### src/design/assert_macros.svh
// Assertion macros shared by the UTF-8 stream decoder modules.
`ifndef ASSERT_MACROS_SVH
`define ASSERT_MACROS_SVH

// Check a property on every clock edge outside reset.
`define U8D_ASSERT(lbl, prop, msg) \
  lbl: assert property (@(posedge clk) disable iff (!rst_n) prop) else $error(msg);

// Check a property on every clock edge, reset included.
`define U8D_ASSERT_ALWAYS(lbl, prop, msg) \
  lbl: assert property (@(posedge clk) prop) else $error(msg);

`endif

### src/design/u8d_pkg.sv
// Shared types, constants and decode functions of the UTF-8 stream decoder.
`default_nettype none

package u8d_pkg;

  localparam int CpWidth   = 21;
  localparam int FifoDepth = 4;
  localparam int PtrWidth  = $clog2(FifoDepth);
  localparam int CntWidth  = $clog2(FifoDepth + 1);

  typedef logic [2:0] seq_len_t;

  localparam seq_len_t LEN1 = 3'd1;
  localparam seq_len_t LEN2 = 3'd2;
  localparam seq_len_t LEN3 = 3'd3;
  localparam seq_len_t LEN4 = 3'd4;

  localparam logic [7:0] LEAD2_MASK = 8'hE0;
  localparam logic [7:0] LEAD2_CODE = 8'hC0;
  localparam logic [7:0] LEAD3_MASK = 8'hF0;
  localparam logic [7:0] LEAD3_CODE = 8'hE0;
  localparam logic [7:0] LEAD4_MASK = 8'hF8;
  localparam logic [7:0] LEAD4_CODE = 8'hF0;

  typedef struct packed {
    logic [CpWidth-1:0] code_point;
    logic               last_of_run;
  } result_t;

  // Results of one accepted byte, count is 0, 1 or 2.
  typedef struct packed {
    logic [1:0] count;
    result_t    r0;
    result_t    r1;
  } dec_out_t;

  function automatic seq_len_t seq_len(input logic [7:0] b);
    seq_len_t l;
    if (!b[7]) begin
      l = LEN1;
    end else if ((b & LEAD2_MASK) == LEAD2_CODE) begin
      l = LEN2;
    end else if ((b & LEAD3_MASK) == LEAD3_CODE) begin
      l = LEN3;
    end else if ((b & LEAD4_MASK) == LEAD4_CODE) begin
      l = LEN4;
    end else begin
      l = LEN1;
    end
    return l;
  endfunction

  function automatic logic [CpWidth-1:0] decode_seq(input logic [7:0] b0,
                                                    input logic [7:0] b1,
                                                    input logic [7:0] b2,
                                                    input logic [7:0] b3,
                                                    input seq_len_t   len);
    logic [CpWidth-1:0] cp;
    unique case (len)
      LEN2:    cp = {10'd0, b0[4:0], b1[5:0]};
      LEN3:    cp = {5'd0, b0[3:0], b1[5:0], b2[5:0]};
      LEN4:    cp = {b0[2:0], b1[5:0], b2[5:0], b3[5:0]};
      default: cp = {13'd0, b0};
    endcase
    return cp;
  endfunction

endpackage

`default_nettype wire

### src/design/u8d_decode.sv
// Byte decoder: pending sequence registers and single-pass code point decode.
`default_nettype none
`include "assert_macros.svh"

module u8d_decode (
  input  wire logic              clk,
  input  wire logic              rst_n,
  input  wire logic              in_fire,
  input  wire logic [7:0]        in_byte,
  input  wire logic              in_eos,
  output u8d_pkg::dec_out_t      dec
);
  import u8d_pkg::*;

  logic [1:0]          pend_cnt_r;
  logic [1:0]          pend_cnt_nxt;
  logic [7:0]          pend_r [3];

  logic [7:0]          sb0, sb1, sb2, sb3;
  logic [2:0]          held;
  seq_len_t            need;
  seq_len_t            l1, l2;
  logic                complete;
  logic                store;
  logic [CpWidth-1:0]  a_val, b_val;
  logic                a_vld, b_vld;

  // Assemble the sequence: held bytes first, then the incoming byte.
  always_comb begin
    sb0 = (pend_cnt_r == 2'd0) ? in_byte : pend_r[0];
    sb1 = (pend_cnt_r == 2'd1) ? in_byte : ((pend_cnt_r > 2'd1) ? pend_r[1] : 8'h00);
    sb2 = (pend_cnt_r == 2'd2) ? in_byte : ((pend_cnt_r == 2'd3) ? pend_r[2] : 8'h00);
    sb3 = (pend_cnt_r == 2'd3) ? in_byte : 8'h00;
    held     = {1'b0, pend_cnt_r} + 3'd1;
    need     = seq_len(sb0);
    l1       = seq_len(sb1);
    l2       = seq_len(sb2);
    complete = (held >= need);
    store    = in_fire && !complete && !in_eos;
  end

  // Candidate results: a finished sequence, or the rescan of an unfinished one.
  always_comb begin
    a_val = decode_seq(sb0, sb1, sb2, sb3, need);
    a_vld = 1'b0;
    b_val = {13'd0, sb2};
    b_vld = 1'b0;
    if (complete) begin
      a_vld = 1'b1;
    end else if (in_eos) begin
      // Drop the lead byte and rescan what follows it.
      priority if (pend_cnt_r == 2'd2) begin
        if (l1 == LEN1) begin
          a_val = {13'd0, sb1};
          a_vld = 1'b1;
          b_vld = (l2 == LEN1);
        end else if (l1 == LEN2) begin
          a_val = decode_seq(sb1, sb2, 8'h00, 8'h00, LEN2);
          a_vld = 1'b1;
        end else begin
          b_vld = (l2 == LEN1);
        end
      end else if (pend_cnt_r == 2'd1) begin
        a_val = {13'd0, sb1};
        a_vld = (l1 == LEN1);
      end else begin
        a_vld = 1'b0;
      end
    end
    // Zero values never leave the block.
    a_vld = a_vld && (a_val != '0);
    b_vld = b_vld && (b_val != '0);
  end

  // Pack the surviving candidates, flag the final one of this byte.
  always_comb begin
    dec.count          = in_fire ? ({1'b0, a_vld} + {1'b0, b_vld}) : 2'd0;
    dec.r0.code_point  = a_vld ? a_val : b_val;
    dec.r0.last_of_run = !(a_vld && b_vld);
    dec.r1.code_point  = b_val;
    dec.r1.last_of_run = 1'b1;
  end

  always_comb begin
    pend_cnt_nxt = pend_cnt_r;
    if (in_fire) begin
      pend_cnt_nxt = store ? (pend_cnt_r + 2'd1) : 2'd0;
    end
  end

  always_ff @(posedge clk) begin
    if (!rst_n) begin
      pend_cnt_r <= 2'd0;
    end else begin
      pend_cnt_r <= pend_cnt_nxt;
    end
  end

  // Hold the byte of an open sequence; no reset on payload.
  always_ff @(posedge clk) begin
    if (store && (pend_cnt_r != 2'd3)) begin
      pend_r[pend_cnt_r] <= in_byte;
    end
  end

  `U8D_ASSERT(a_eos_clears, (in_fire && in_eos) |=> (pend_cnt_r == 2'd0), "pending bytes survive end of string")
  `U8D_ASSERT(a_two_only_at_eos, (dec.count == 2'd2) |-> (in_fire && in_eos && !complete), "two results outside end-of-string rescan")

endmodule

`default_nettype wire

### src/design/u8d_fifo.sv
// Result queue: takes up to two results per cycle, delivers one per cycle while out_ready is high.
`default_nettype none
`include "assert_macros.svh"

module u8d_fifo (
  input  wire logic              clk,
  input  wire logic              rst_n,
  input  wire u8d_pkg::dec_out_t dec,
  output logic                   space_ok,
  output logic                   out_valid,
  input  wire logic              out_ready,
  output u8d_pkg::result_t       out_res
);
  import u8d_pkg::*;

  result_t               mem [FifoDepth];
  logic [PtrWidth-1:0]   wr_ptr_r, wr_ptr_nxt, wr_ptr1;
  logic [PtrWidth-1:0]   rd_ptr_r, rd_ptr_nxt;
  logic [CntWidth-1:0]   cnt_r, cnt_nxt;
  logic                  pop;

  always_comb begin
    pop        = out_valid && out_ready;
    wr_ptr1    = wr_ptr_r + PtrWidth'(1);
    wr_ptr_nxt = wr_ptr_r + PtrWidth'(dec.count);
    rd_ptr_nxt = rd_ptr_r + PtrWidth'(pop);
    cnt_nxt    = cnt_r + CntWidth'(dec.count) - CntWidth'(pop);
  end

  // Two free slots guarantee room for the worst case of one byte.
  assign space_ok  = (cnt_r <= CntWidth'(FifoDepth - 2));
  assign out_valid = (cnt_r != '0);
  assign out_res   = mem[rd_ptr_r];

  always_ff @(posedge clk) begin
    if (!rst_n) begin
      wr_ptr_r <= '0;
      rd_ptr_r <= '0;
      cnt_r    <= '0;
    end else begin
      wr_ptr_r <= wr_ptr_nxt;
      rd_ptr_r <= rd_ptr_nxt;
      cnt_r    <= cnt_nxt;
    end
  end

  always_ff @(posedge clk) begin
    if (dec.count != 2'd0) begin
      mem[wr_ptr_r] <= dec.r0;
    end
    if (dec.count == 2'd2) begin
      mem[wr_ptr1] <= dec.r1;
    end
  end

  `U8D_ASSERT(a_push_has_room, (dec.count != 2'd0) |-> (cnt_r <= CntWidth'(FifoDepth - 2)), "result queue overflow")
  `U8D_ASSERT(a_pop_only_drains, (pop && dec.count == 2'd0) |=> (cnt_r == $past(cnt_r) - CntWidth'(1)), "queue count lost a pop")
  `U8D_ASSERT(a_count_bound, cnt_r <= CntWidth'(FifoDepth), "queue count beyond depth")

endmodule

`default_nettype wire

### src/design/utf8_stream_decoder.sv
// Top level of the UTF-8 stream decoder: byte input, code point output.
//
// Usage:
//   Input channel: one raw byte per transaction on in_tdata[7:0], with in_tlast
//   high on the final byte of a string.
//   Output channel: one code point per transaction on out_tdata[20:0], with
//   out_tlast high on the final result caused by a given input byte. Zero
//   values are never emitted, so many bytes produce no transaction at all.
//   A result is written into the result queue and is presented from there.
//   Throughput: one byte per cycle while in_tready is high. A string that ends
//   inside a sequence can yield two results from its final byte; the second
//   drains after the first. The decode is one combinational pass from the
//   pending-byte registers and the incoming byte into a four-entry result queue.
//   in_tready is driven from the queue fill alone: it stays high while two
//   slots are free, so a stalled receiver backs the input off after the queue
//   fills, and no result is ever lost or repeated.
//   Reset (rst_n low, synchronous) drops any pending partial sequence and
//   empties the result queue.
`default_nettype none

module utf8_stream_decoder (
  input  wire logic        clk,
  input  wire logic        rst_n,
  input  wire logic        in_tvalid,
  output logic             in_tready,
  input  wire logic [7:0]  in_tdata,   // [7:0] byte_value
  input  wire logic        in_tlast,   // end_of_string
  output logic             out_tvalid,
  input  wire logic        out_tready,
  output logic [23:0]      out_tdata,  // [20:0] code_point, [23:21] zero
  output logic             out_tlast   // last_of_run
);
  import u8d_pkg::*;

  dec_out_t dec;
  result_t  out_res;
  logic     in_fire;
  logic     space_ok;

  // Take a byte whenever the queue can absorb its worst case.
  assign in_tready = space_ok;
  assign in_fire   = in_tvalid && in_tready;

  u8d_decode u_decode (
    .clk     (clk),
    .rst_n   (rst_n),
    .in_fire (in_fire),
    .in_byte (in_tdata),
    .in_eos  (in_tlast),
    .dec     (dec)
  );

  u8d_fifo u_fifo (
    .clk       (clk),
    .rst_n     (rst_n),
    .dec       (dec),
    .space_ok  (space_ok),
    .out_valid (out_tvalid),
    .out_ready (out_tready),
    .out_res   (out_res)
  );

  // Pad the code point to whole bytes.
  assign out_tdata = {3'b000, out_res.code_point};
  assign out_tlast = out_res.last_of_run;

endmodule

`default_nettype wire
### config.mk
export PLATFORM = sky130hd
export DESIGN_NAME = utf8_stream_decoder
export DESIGN_NICKNAME = d
export VERILOG_FILES = /design/src/design/u8d_pkg.sv /design/src/design/u8d_decode.sv /design/src/design/u8d_fifo.sv /design/src/design/utf8_stream_decoder.sv
export VERILOG_INCLUDE_DIRS = /design/src /design/src/design
export SDC_FILE = /design/constraint.sdc
export NUM_CORES = 1
export LEC_CHECK = 0
export BUFFER_PORTS_ARGS = -buffer_cell sky130_fd_sc_hd__buf_2
export CAP_MARGIN = 40
export CELL_PAD_IN_SITES_DETAIL_PLACEMENT = 1
export CELL_PAD_IN_SITES_GLOBAL_PLACEMENT = 1
export CORE_UTILIZATION = 51
export DETAILED_ROUTE_END_ITERATION = 8
export HOLD_SLACK_MARGIN = 0.03
export PLACE_DENSITY = 0.77
export SYNTH_ARGS = -nofsm -noshare
export SYNTH_HDL_FRONTEND = slang
export SYNTH_HIERARCHICAL = 1
export SYNTH_SLANG_ARGS = --single-unit
### constraint.sdc
create_clock -name clk -period 9.8 [get_ports clk]
set_clock_uncertainty 0.1 [all_clocks]
set_input_delay 1.47 -clock clk [delete_from_list [all_inputs] [get_ports clk]]
set_output_delay 1.47 -clock clk [all_outputs]
set_load 0.02 [all_outputs]
==> summary by stage, run 1 <==
Routing
The final routed wirelength across all metal layers is 21800 um. In the final routed layout, each cell accounts on average for 26.4 um. The mean number of vias per cell is 6.42. The violation count after the first detailed-routing iteration is 394. The count of nets left with antenna violations once routing finished came out at 0. The detailed-routing iteration count for the pre-antenna-repair pass is 5.

The final routed DRC violation total is 0. The detailed router placed 5302 vias in this run.

Worst setup path
The required arrival time at the worst endpoint is 9.81 ns. The critical-path maximum fanout is 17. The worst setup path is captured at a flip-flop. By startpoint and endpoint, the worst setup path is classified as input port to flip-flop.

The startpoint class of the critical path is an input port. The arrival time of data at the critical path endpoint is 7.38 ns.

Timing
The measured slew at the worst slew-check pin is 0.887 ns. Headroom to the max-slew limit came out at 0.407. The final number of hold-violating endpoints was 0.

In the finished design, the share of the clock period the worst path needs comes to 0.752. The final critical delay including setup and external delays is between 7 and 8 ns. Across all setup checks in the final design, the least slack found is 2.43 ns. Adding up every negative setup slack in the final design gives 0 ns. Hold is met by roughly 0.6 ns. Setup repair after global routing left no endpoint under its margin. The max-slew violation count was 0. The fmax is 136 MHz. The number of setup violations in the final report is 0.

Power
The share of total power dissipated in combinational logic is 0.246. The net switching fraction of the power is 0.295. The portion of total power attributed to the clock network is 0.383. The analysis attributes to net switching a power of 0.514 mW. In this run the power density over the cells is 206 nW/um^2. The internal power component is 1.23 mW. The share of total power dissipated in sequential elements is 0.371.

The worst supply voltage drop on vdd is between 100 and 150 uV. The post-layout total power is 1.74 mW. The leakage power summed over all cells is 3.04 nW.

Synth
The count of cell types in the netlist is 75. The biggest area contributor in the post-synthesis netlist is sky130_fd_sc_hd__edfxtp_1. The register bit total from synthesis is 121. After synthesis, the cell types taking the most area are sky130_fd_sc_hd__edfxtp_1 (45%), sky130_fd_sc_hd__mux2_2 (14%), sky130_fd_sc_hd__mux4_2 (6.6%), sky130_fd_sc_hd__dfxtp_1 (2.4%), sky130_fd_sc_hd__buf_4 (2.1%). The post-synthesis async set-or-reset flop share is 0.

Synthesis produced a netlist whose cell count is 591. The number of enable flip-flop cells after synthesis is 112. Each instance of the synthesized netlist takes up on average between 10 and 15 um^2.

The synthesized netlist occupies a cell area of about 7500 um^2. The number of warning messages in the yosys log is 6. The most used flip-flop cell after synthesis is sky130_fd_sc_hd__edfxtp_1.

The sequential element share of the synthesized area is 0.471. The share of the synthesized area in the top cell type is 0.447.

Layout
The number of nets in the final layout is ~650. The layout cell share with drive strength beyond 1 is 0.343. The repair_antennas step left the layout with diodes totalling 0. Measured on the finished design, the core utilization comes to 0.585. The most frequent standard cell in the layout excluding fill and tap cells is sky130_fd_sc_hd__edfxtp_1. The area growth from synthesis to layout is 12.4%. After the flow finishes, the layout carries non-filler instances totaling 826. The top cell types in the final layout, fill and taps aside, are sky130_fd_sc_hd__edfxtp_1 (112), sky130_fd_sc_hd__mux2_2 (91), sky130_fd_sc_hd__buf_2 (40), sky130_fd_sc_hd__nand2_1 (35), sky130_fd_sc_hd__nor2_1 (25). The final design instance area without fill is 8470 um^2.

Global routing
The initial antenna violation count is 0. Entering global routing, the biggest net connects 39 pins. The total overflow left after global routing is 0. Across every metal layer, demand over resource in global routing totals 0.303. The number of global-route vias before repair was about 5500.

The first global-routing pass estimated 32500 um of wire.

Floorplan
The die footprint is approximately 15000 um^2. The area inside the core boundary is 14500 um^2. The number of primary I/O pins is 40. Measured along the y axis, the die boundary spans between 100 and 150 um. The number of standard-cell rows in the floorplan is 44. In this run the horizontal extent of the chip is approximately 120 um. The starting density of the core is 0.520.

Placement
The area after detailed placement is roughly 7800 um^2. Routability-driven placement finished with a final weighted congestion of 0.929. The half-perimeter wire length after placement is 15000 um. Including well taps, the total number of placed cells is 794. The worst setup timing slack at the placement stage is 2.09 ns. In this run the tool buffered the top-level ports with 36 buffer cells.

Clock network
The clock reaches the later pin of the worst-skew pair after 0.42 ns. In this run, post-CTS hold repair placed 0 buffers. The cell at the root of the clock tree is sky130_fd_sc_hd__clkbuf_16.

The CTS tree is yes. After clock tree synthesis, the clock-pin slew on the worst setup and hold paths is 0.06 ns. The level count of the clock H-tree is 4.

The quantity of gates resized following cts is 0. The number of buffers inserted to repair setup after CTS is 0. The number of clock buffers inserted by TritonCTS is 17. For this design, the sink count on the clock tree is 121. The longest clock path from root to sink contains 2 buffers.

Outcome
The run finished with clean final reports.

Worst hold path
The min-delay analysis places its worst path in the category flip-flop to flip-flop.

Job
The count of maximum capacitance violations is 0.
power groups by stage:
stage                     clock (mW)  sequential, mW  combinational, mW
after detailed placement           0           0.657              0.428
after global routing           0.696           0.652              0.465
after CTS                      0.677           0.647              0.432
after global placement             0           0.654              0.413
after floorplan                    0           0.646              0.312
final                          0.667           0.647              0.429
critical path: stages:
cell and delay [ns]:
sky130_fd_sc_hd__buf_2 0.29, sky130_fd_sc_hd__nand4b_1 0.18, sky130_fd_sc_hd__a22oi_1 0.19, sky130_fd_sc_hd__buf_4 0.26
sky130_fd_sc_hd__inv_1 0.13, sky130_fd_sc_hd__ha_1 0.31, sky130_fd_sc_hd__a21oi_1 0.22, sky130_fd_sc_hd__o211a_1 0.31
sky130_fd_sc_hd__o221ai_1 0.37, sky130_fd_sc_hd__a221oi_1 0.52, sky130_fd_sc_hd__nand3_1 0.25, sky130_fd_sc_hd__o31ai_4 0.56
sky130_fd_sc_hd__inv_1 0.11, sky130_fd_sc_hd__ha_1 0.31, sky130_fd_sc_hd__and2_1 0.31, sky130_fd_sc_hd__nand4b_1 0.76
sky130_fd_sc_hd__o31ai_4 0.44, sky130_fd_sc_hd__buf_4 0.35
cell families (layout without fill, tap and decap cells):
group | after synthesis | after routing | synth area share
and+or+nand+nor | 144 | 144 | 0.108
muxes | 130 | 130 | 0.227
DFF | 121 | 121 | 0.471
AOI/OAI and AO/OA | 113 | 113 | 0.112
buffers and inverters | 66 | 103 | 0.0535
adders and majority gates | 12 | 12 | 0.0209
other | 3 | 17 | 0.00150
xor gates and xnor gates | 2 | 2 | 0.00598
metal layers:
metal	up-vias	global-route usage	wire length, um
met5	-	0	0
met3	52	0.0590	1050
met1	2698	0.385	9580
met2	186	0.497	10500
met4	0	0.140	674
li1	2366	-	-
worst paths after layout:
path                                                          start                       endpoint  slack, ns  depth (start not counted)
worst max-delay path                                    in_tdata[4]    u_fifo/mem[0][15]$_DFFE_PP_       2.43                         18
worst min-delay path                     u_fifo/cnt_r[1]$_SDFF_PN0_  u_fifo/rd_ptr_r[0]$_SDFF_PN0_       0.61                          2
worst max register to register  u_decode/pend_cnt_r[1]$_SDFFE_PN0P_    u_fifo/mem[0][15]$_DFFE_PP_       2.45                         20
worst min register to register           u_fifo/cnt_r[1]$_SDFF_PN0_  u_fifo/rd_ptr_r[0]$_SDFF_PN0_       0.61                          2
state kept, by name (all words and copies together), names as in the netlist:
| register | flops |
|---|---|
| u_decode/pend_cnt_r | 2 |
| u_decode/pend_r | 24 |
| u_fifo/cnt_r | 3 |
| u_fifo/mem | 88 |
| u_fifo/rd_ptr_r | 2 |
| u_fifo/wr_ptr_r | 2 |
area by class of cell:
cell class / instances / area, um^2
inverters: 16 / 60.1
fillers: 1470 / 6010
multi-input cells: 418 / 3670
clock buffers: 18 / 429
clock inverters: 14 / 194
flip-flops and latches: 121 / 3540
repair buffers: 55 / 340
well taps: 184 / 230
synthesized netlist by cell type (4+ instances only):
master	n
sky130_fd_sc_hd__edfxtp_1	112
sky130_fd_sc_hd__nand4b_1	4
sky130_fd_sc_hd__nand2_1	35
sky130_fd_sc_hd__buf_4	21
sky130_fd_sc_hd__o21ai_0	19
sky130_fd_sc_hd__buf_6	8
sky130_fd_sc_hd__clkbuf_1	6
sky130_fd_sc_hd__buf_2	13
sky130_fd_sc_hd__a21oi_1	21
sky130_fd_sc_hd__a222oi_1	5
sky130_fd_sc_hd__nor3_1	5
sky130_fd_sc_hd__nor2_1	26
sky130_fd_sc_hd__nand3b_1	6
sky130_fd_sc_hd__ha_1	11
sky130_fd_sc_hd__a31oi_1	7
sky130_fd_sc_hd__nand2b_1	5
sky130_fd_sc_hd__mux2_2	91
sky130_fd_sc_hd__and2_1	17
sky130_fd_sc_hd__inv_1	16
sky130_fd_sc_hd__nand3_1	12
sky130_fd_sc_hd__mux4_2	22
sky130_fd_sc_hd__o31ai_1	8
sky130_fd_sc_hd__a22o_1	4
sky130_fd_sc_hd__dfxtp_1	9
sky130_fd_sc_hd__a211oi_1	4
sky130_fd_sc_hd__nor2b_1	9
sky130_fd_sc_hd__mux2i_1	13
sky130_fd_sc_hd__a22oi_1	11
Power figures use the tool's default switching activity.
==> run 2: changes to the inputs <==
==> constraint.sdc (replaced) <==
create_clock -name clk -period 7.4 [get_ports clk]
set_clock_uncertainty 0.1 [all_clocks]
set_input_delay 1.11 -clock clk [delete_from_list [all_inputs] [get_ports clk]]
set_output_delay 1.11 -clock clk [all_outputs]
set_load 0.02 [all_outputs]
==> summary by stage, run 2 (synthesis gave the netlist of run 1 again) <==
Routing
The average wire per standard cell is 25.9 um (-1.7%). The violation count after the first detailed-routing iteration is 419 (+6.3%). The remaining antenna violation count was 0 (unchanged).

The detailed-routing iteration count for the pre-antenna-repair pass came to 5 (unchanged). The mean number of vias per cell was 6.39 (-0.48%). The final routed wirelength across all metal layers is 21700 um (-0.59%).

The overall via count from detail_route came to 5334 (+0.60%). The final routed DRC violation total is 0 (unchanged).

Power
The power per unit of standard cell area is 264 nW/um^2 (+28%). The worst supply voltage drop on vdd came to 151 uV (+41%). The leakage power summed over all cells came to 3.05 nW (+0.17%).

Timing
Of the available clock period, the critical path in the final layout requires 0.910. The worst path needs 6.74 ns of the cycle, external delays included. The worst relative slew slack is 0.438 (+0.0308). The number of setup violations in the final report is 0 (unchanged). The accumulated negative setup slack is 0 ns (unchanged). The measured slew at the worst slew-check pin is 0.841 ns (-0.0461 ns).

Based on the critical path, the design can be clocked at up to 148 MHz. The final number of hold-violating endpoints is 0 (unchanged). The max-slew violation count came to 0 (unchanged). Setup repair after global routing left no endpoint under its margin.

Placement
The half-perimeter wire length after placement is 15300 um (+2.4%). The count of buffers inserted at the top-level ports is 36 (unchanged). The global placer's final weighted congestion came to 1.04 (+12%). The area after detailed placement is 7900 um^2 (+0.67%).

Layout
The number of nets in the final layout is 663 (+1.4%). The largest registers in the layout are u_fifo/mem x88, u_decode/pend_r x24, u_fifo/cnt_r x3. The layout cell share with drive strength beyond 1 is 0.347 (+0.00448). The layout overhead on the synthesized area came to 12.5% (about the same).

The flip-flop count of the largest register after layout came to 88 (unchanged). Ranked by flip-flop count, first place goes to u_fifo/mem. The total inserted antenna cells is 0 (unchanged). The library cells used most frequently in the layout, excluding fill and tap cells, are sky130_fd_sc_hd__edfxtp_1 (112), sky130_fd_sc_hd__mux2_2 (91), sky130_fd_sc_hd__buf_2 (39), sky130_fd_sc_hd__nand2_1 (35), sky130_fd_sc_hd__nor2_1 (25).

The final design instance area without fill is 8470 um^2 (about the same). The most frequent standard cell in the layout excluding fill and tap cells is sky130_fd_sc_hd__edfxtp_1.

Clock network
The count of hold buffers inserted by post-cts repair is 0 (unchanged). The number of buffers inserted to repair setup after CTS came to 0 (unchanged). The number of sinks handled by clock tree synthesis is 121 (unchanged).

The insertion delay of the later-clocked pin in the worst-skew pair is 0.42 ns (about the same). The clock transition at the registers of the reported paths is 0.06 ns (about the same). The clock tree buffer depth is 2 (unchanged).

The quantity of gates resized following cts came to 0 (unchanged). In this run the clock root is driven by a sky130_fd_sc_hd__clkbuf_16. The CTS tree is yes. The level count of the clock H-tree is 4 (unchanged). The number of clock buffers inserted by TritonCTS came to 17 (unchanged).

Floorplan
The chip height was 123 um (unchanged). The number of primary I/O pins came to 40 (unchanged). The die footprint is 15300 um^2 (unchanged). The number of standard-cell rows in the floorplan came to 44 (unchanged). The die width is 123 um (unchanged). The area inside the core boundary is 14500 um^2 (unchanged).

The starting density of the core is 0.520 (unchanged).

Worst setup path
The launch point of the worst reg-to-reg path is u_decode/pend_cnt_r[1]$_SDFFE_PN0P_. The depth of the most critical reg-to-reg path is 18 (-10%). The endpoint of the worst register-to-register path is u_fifo/mem[0][16]$_DFFE_PP_.

The startpoint class of the critical path is a flip-flop. The critical path is of the flip-flop to flip-flop type. The arrival time of data at the critical path endpoint is 6.75 ns (-0.63 ns). The worst-case register-to-register setup slack is 0.67 ns (-1.79 ns). The worst setup path is captured at a flip-flop.

The required arrival time at the worst endpoint came to 7.41 ns (-2.40 ns). The critical-path maximum fanout is 13 (-4).

Global routing
The initial antenna violation count is 0 (unchanged). The maximum number of pins on one net before global-route repair is 28 (-28%). The number of global-route vias before repair came to 5523 (+0.69%).

The overall overflow remaining after global route is 0 (unchanged). The global-route wire length before repair is 32900 um (+1.1%). The total global routing track utilization was 0.301 (-0.00153).

Worst hold path
The class of the tightest hold or removal check is flip-flop to flip-flop. The worst hold path cell count is 3 (+1). For hold timing, the worst endpoint is u_fifo/rd_ptr_r[1]$_SDFF_PN0_. The startpoint identified for the worst hold timing path is u_fifo/rd_ptr_r[1]$_SDFF_PN0_.

Job
The count of maximum capacitance violations is 0 (unchanged).

Outcome
The run finished with clean final reports.
## run 2: final cells by class
| cell class | instances | area [um^2] |
|---|---|---|
| Tap cell | 184 | 230 |
| Clock buffer | 20 | 437 |
| Fill cell | 1425 | 6010 |
| Clock inverter | 12 | 126 |
| Timing Repair Buffer | 64 | 403 |
| Inverter | 16 | 60.1 |
| Multi-Input combinational cell | 418 | 3670 |
| Sequential cell | 121 | 3540 |
## run 2: per-layer routing
| metal | track usage | share of wire | vias up |
|---|---|---|---|
| met1 | 0.399 | 0.43 | 2717 |
| met3 | 0.0590 | 0.054 | 44 |
| li1 | - | - | 2376 |
| met4 | 0.116 | 0.023 | 0 |
| met5 | 0 | 0 | - |
| met2 | 0.487 | 0.49 | 197 |
## run 2: worst max-delay path: stages, from the launching register on
cell and delay (ns):
sky130_fd_sc_hd__dfxtp_1 0.59, sky130_fd_sc_hd__inv_1 0.16, sky130_fd_sc_hd__ha_1 0.41, sky130_fd_sc_hd__nand3b_1 0.32, sky130_fd_sc_hd__a22oi_1 0.62, sky130_fd_sc_hd__inv_1 0.19
sky130_fd_sc_hd__ha_1 0.34, sky130_fd_sc_hd__a21oi_1 0.22, sky130_fd_sc_hd__o211a_1 0.27, sky130_fd_sc_hd__o221ai_1 0.30, sky130_fd_sc_hd__a221oi_1 0.48, sky130_fd_sc_hd__nand3_1 0.24
sky130_fd_sc_hd__o31ai_4 0.27, sky130_fd_sc_hd__inv_1 0.07, sky130_fd_sc_hd__ha_1 0.28, sky130_fd_sc_hd__and2_1 0.41, sky130_fd_sc_hd__nor2_1 0.15, sky130_fd_sc_hd__o31ai_4 0.61
sky130_fd_sc_hd__buf_4 0.37
## run 2: metrics by stage
step | hold slack, ns | utilization | instances | setup WS [ns] | power, mW
3_5_place_dp | 0.643 | 0.545 | 801 | 0.671 | 1.45
4_1_cts | 0.652 | 0.584 | 833 | 0.724 | 2.25
3_3_place_gp | 0.580 | 0.543 | 798 | 0.954 | 1.42
2_1_floorplan | 0.493 | - | 605 | 0.239 | 1.27
5_1_grt | 0.693 | 0.585 | 835 | 0.170 | 2.33
6_report | 0.658 | 0.585 | 835 | 0.665 | 2.23
## run 2: power by group
part           switching (mW)  internal (mW)
combinational           0.335          0.245
sequential             0.0326          0.823
clock                   0.307          0.493
## run 2: worst max-delay path by stage
stage	startpoint	endpoint	slack, ns	cells past startpoint
finish	u_decode/pend_cnt_r[1]$_SDFFE_PN0P_	u_fifo/mem[0][16]$_DFFE_PP_	0.67	18
global placement	in_tdata[4]	u_fifo/mem[0][12]$_DFFE_PP_	0.95	18
floorplan	in_tdata[3]	u_fifo/mem[0][0]$_DFFE_PP_	0.24	18
CTS	u_decode/pend_cnt_r[1]$_SDFFE_PN0P_	u_fifo/mem[0][13]$_DFFE_PP_	0.72	19
global route	u_decode/pend_cnt_r[1]$_SDFFE_PN0P_	u_fifo/mem[0][16]$_DFFE_PP_	0.17	18
detailed placement	in_tdata[4]	u_fifo/mem[0][15]$_DFFE_PP_	0.67	18
==> run 3: changes to the inputs <==
--- a/config.mk
+++ b/config.mk
@@ -8,12 +8,10 @@
 export LEC_CHECK = 0
 export BUFFER_PORTS_ARGS = -buffer_cell sky130_fd_sc_hd__buf_2
 export CAP_MARGIN = 40
-export CELL_PAD_IN_SITES_DETAIL_PLACEMENT = 1
-export CELL_PAD_IN_SITES_GLOBAL_PLACEMENT = 1
 export CORE_UTILIZATION = 51
 export DETAILED_ROUTE_END_ITERATION = 8
 export HOLD_SLACK_MARGIN = 0.03
-export PLACE_DENSITY = 0.77
+export PLACE_DENSITY = 0.68
 export SYNTH_ARGS = -nofsm -noshare
 export SYNTH_HDL_FRONTEND = slang
 export SYNTH_HIERARCHICAL = 1
==> constraint.sdc (replaced) <==
create_clock -name clk -period 5.7 [get_ports clk]
set_clock_uncertainty 0.1 [all_clocks]
set_input_delay 0.855 -clock clk [delete_from_list [all_inputs] [get_ports clk]]
set_output_delay 0.855 -clock clk [all_outputs]
set_load 0.02 [all_outputs]
==> summary by stage, run 3 (synthesis gave the netlist of run 1 again) <==
Outcome
The flow ran to the end, and the final reports show no timing, DRC or antenna violations.

Worst setup path
Among cell families on the critical path, the largest total delay comes from compound AO/OA/AOI/OAI gates. The highest cell delay on the worst timing path is 0.39 ns (-0.23 ns). Walking the worst path, the cells encountered are inv_1 -> ha_2 -> nand3b_1 -> and2_1 -> or3_1 -> ha_1 -> a21oi_1 -> o211a_1 -> o221a_4 -> o31ai_1 -> a311oi_2 -> nand4_2 -> o31ai_4 -> inv_1 -> ha_1 -> and2_2 -> buf_4 -> nor4b_4 -> buf_4 -> buf_12 -> mux2_2. STA classifies the critical path startpoint as a flip-flop.

The critical-path maximum fanout came to 11 (-2). The endpoint class of the critical path is a flip-flop. The arrival time of data at the critical path endpoint is 5.48 ns (-1.27 ns). In this run the critical register-to-register path is launched from u_decode/pend_cnt_r[0]$_SDFFE_PN0P_. The critical path buffer and inverter count is 5 (+1).

The endpoint of the worst register-to-register path is u_fifo/mem[1][9]$_DFFE_PP_. The kind of critical path is flip-flop to flip-flop. Among all stages on the critical path, the largest delay is contributed by sky130_fd_sc_hd__or3_1. The worst-case register-to-register setup slack was 0.28 ns (-0.39 ns). The depth of the most critical reg-to-reg path is 21 (+3). The required arrival time at the worst endpoint is 5.76 ns (-1.65 ns).

Floorplan
The starting density of the core is 0.520 (unchanged). The number of primary I/O pins is 40 (unchanged). The die width is 123 um (unchanged). The die footprint is 15300 um^2 (unchanged). The number of standard-cell rows in the floorplan came to 44 (unchanged).

The chip height came to 123 um (unchanged). The area inside the core boundary is 14500 um^2 (unchanged).

Routing
The detailed-routing iteration count for the pre-antenna-repair pass came to 8 (+3). The final routed DRC violation total came to 0 (unchanged). The mean number of vias per cell is 6.23 (-2.5%). The remaining antenna violation count was 0 (unchanged). The overall via count from detail_route was 5360 (+0.49%).

The final routed wirelength across all metal layers is 20200 um (-6.9%). The average wire per standard cell is 23.4 um (-9.7%). The violation count after the first detailed-routing iteration came to 500 (+19%).

Power
The net switching fraction of the power is 0.293 (-0.00857). The worst supply voltage drop on vdd is 192 uV (+28%). The internal power component is 2.05 mW (+31%). The power share of the sequential group is 0.390 (+0.007).

The leakage power summed over all cells is 3.21 nW (+5.3%). The total net switching power is 0.849 mW (+26%). The power per unit of standard cell area came to 330 nW/um^2 (+25%). The part of the power in combinational logic is 0.259 (about the same). The portion of total power attributed to the clock network is 0.351 (-0.007).

Timing
The measured slew at the worst slew-check pin came to 0.902 ns (+0.0605 ns). The worst relative slew slack came to 0.393 (-0.0456). The final critical delay including setup and external delays came to 5.42 ns (-1.31 ns).

The fmax was 184 MHz (+24%). The final number of hold-violating endpoints is 0 (unchanged). Setup repair after global routing left no endpoint under its margin. The portion of the clock cycle consumed by the worst path in the final layout is 0.952 (+0.0415). The number of setup violations in the final report came to 0 (unchanged). The accumulated negative setup slack came to 0 ns (unchanged). The max-slew violation count is 0 (unchanged).

Worst hold path
The capture endpoint of the worst hold path is u_decode/pend_r[1][5]$_DFFE_PP_. The class of the tightest hold or removal check is input port to flip-flop. The worst hold path cell count is 1 (-2).

The hold path startpoint is in_tdata[5].

Layout
The layout overhead on the synthesized area is 16.5%. The register area is 3550 um^2 (about the same). The most frequent standard cell in the layout excluding fill and tap cells is sky130_fd_sc_hd__edfxtp_1.

The final standard cell count with taps included and fillers excluded is 861 (+3.1%). The count of fill cells added during filler insertion is 1110 (-22%). In the final layout, the registers with the most flip-flops are u_fifo/mem x88, u_decode/pend_r x24, u_fifo/cnt_r x3. The total inserted antenna cells is 0 (unchanged). The number of nets in the final layout is 690 (+4.1%). The final design instance area without fill is 8770 um^2 (+3.6%). The layout cell share with drive strength beyond 1 is 0.384 (+0.0369).

The multi-input gate area in the final layout was 3730 um^2 (+1.6%). The utilization of the core after routing came to 0.606 (+0.0209). The flip-flop count of the largest register after layout is 88 (unchanged). The register with the most flip-flops is u_fifo/mem. The top cell types in the final layout, fill and taps aside, are sky130_fd_sc_hd__edfxtp_1 (112), sky130_fd_sc_hd__mux2_2 (91), sky130_fd_sc_hd__buf_4 (45), sky130_fd_sc_hd__buf_2 (38), sky130_fd_sc_hd__nand2_1 (35).

Global routing
The total global routing track utilization is 0.273 (-0.0283). The global-route wire length before repair is 29800 um (-9.4%). The maximum number of pins on one net before global-route repair is 25 (-11%). The overall overflow remaining after global route was 0 (unchanged). The initial antenna violation count is 0 (unchanged).

The number of global-route vias before repair came to 5221 (-5.5%).

Clock network
The insertion delay of the later-clocked pin in the worst-skew pair came to 0.42 ns (about the same). The clock tree buffer depth is 2 (unchanged). The clock transition at the registers of the reported paths is 0.06 ns (about the same). The level count of the clock H-tree is 4 (unchanged). The number of clock buffers inserted by TritonCTS was 17 (unchanged). The number of sinks handled by clock tree synthesis was 121 (unchanged).

The cell at the root of the clock tree is sky130_fd_sc_hd__clkbuf_16. TritonCTS built the clock tree.

Placement
The global placer's final weighted congestion is 0.921 (-12%). The count of buffers inserted at the top-level ports was 36 (unchanged). The half-perimeter wire length after placement is 13700 um (-11%).

The area after detailed placement is 8120 um^2 (+2.8%). The number of placed cells counting well taps came to 824 (+2.9%).

Job
The count of maximum capacitance violations is 0 (unchanged).
[run 3: metal layers]
layer,GRT usage,vias to the layer above,part of all wire
li1,-,2437,-
met1,0.348,2659,0.42
met2,0.452,235,0.49
met3,0.0650,29,0.066
met4,0.0971,0,0.020
met5,0,-,0
[run 3: worst max-delay path by stage]
stage / from / to / slack (ns) / cells past startpoint
final: u_decode/pend_cnt_r[0]$_SDFFE_PN0P_ / u_fifo/mem[1][9]$_DFFE_PP_ / 0.28 / 21
after global routing: u_decode/pend_cnt_r[0]$_SDFFE_PN0P_ / u_fifo/mem[1][19]$_DFFE_PP_ / 0.03 / 21
after CTS: u_decode/pend_cnt_r[0]$_SDFFE_PN0P_ / u_fifo/mem[1][10]$_DFFE_PP_ / 0.002 / 19
after detailed placement: u_decode/pend_cnt_r[0]$_SDFFE_PN0P_ / u_fifo/mem[1][20]$_DFFE_PP_ / 0.008 / 19
after global placement: u_decode/pend_cnt_r[0]$_SDFFE_PN0P_ / u_fifo/mem[1][13]$_DFFE_PP_ / 0.09 / 19
after floorplan: in_tdata[3] / u_fifo/mem[3][0]$_DFFE_PP_ / 0.08 / 17
[run 3: through the flow]
| stage | power [mW] | worst slack, ns | hold slack [ns] |
|---|---|---|---|
| finish | 2.90 | 0.275 | 0.586 |
| global route | 3.02 | 0.0287 | 0.590 |
| CTS | 2.91 | 0.00153 | 0.573 |
| detailed placement | 1.89 | 0.00822 | 0.580 |
| global placement | 1.85 | 0.0934 | 0.560 |
| floorplan | 1.65 | 0.0833 | 0.493 |
[run 3: what timing repair did]
item / CTS / global route
gates resized for setup: 0 / 9
endpoints found under the setup margin: 0 / 177
hold buffers: 0 / 0
buffers inserted: 0 / 4
[run 3: power by group through the flow]
stage               clock network [mW]  registers [mW]  logic, mW
detailed placement                   0            1.15      0.741
global route                      1.07            1.14      0.811
CTS                               1.03            1.13      0.747
finish                            1.02            1.13      0.750
global placement                     0            1.16      0.695
floorplan                            0            1.11      0.543
[run 3: cell type report]
type / count / area share
clock inverter: 10 / 0.0118
timing repair buffer: 90 / 0.0756
sequential: 121 / 0.404
clock buffer: 21 / 0.0502
tap: 184 / 0.0262
multi-input combinational: 419 / 0.425
inverter: 16 / 0.00685
[run 3: worst register-to-register path: cells and delay by family, from the launching register on]
kind            cells  cell delay, ns
fa+ha+maj           3            0.72
simple gates        6            1.49
compound gates      6            1.50
buf+inv             5            0.66
flops               1            0.37
mux                 1            0.35
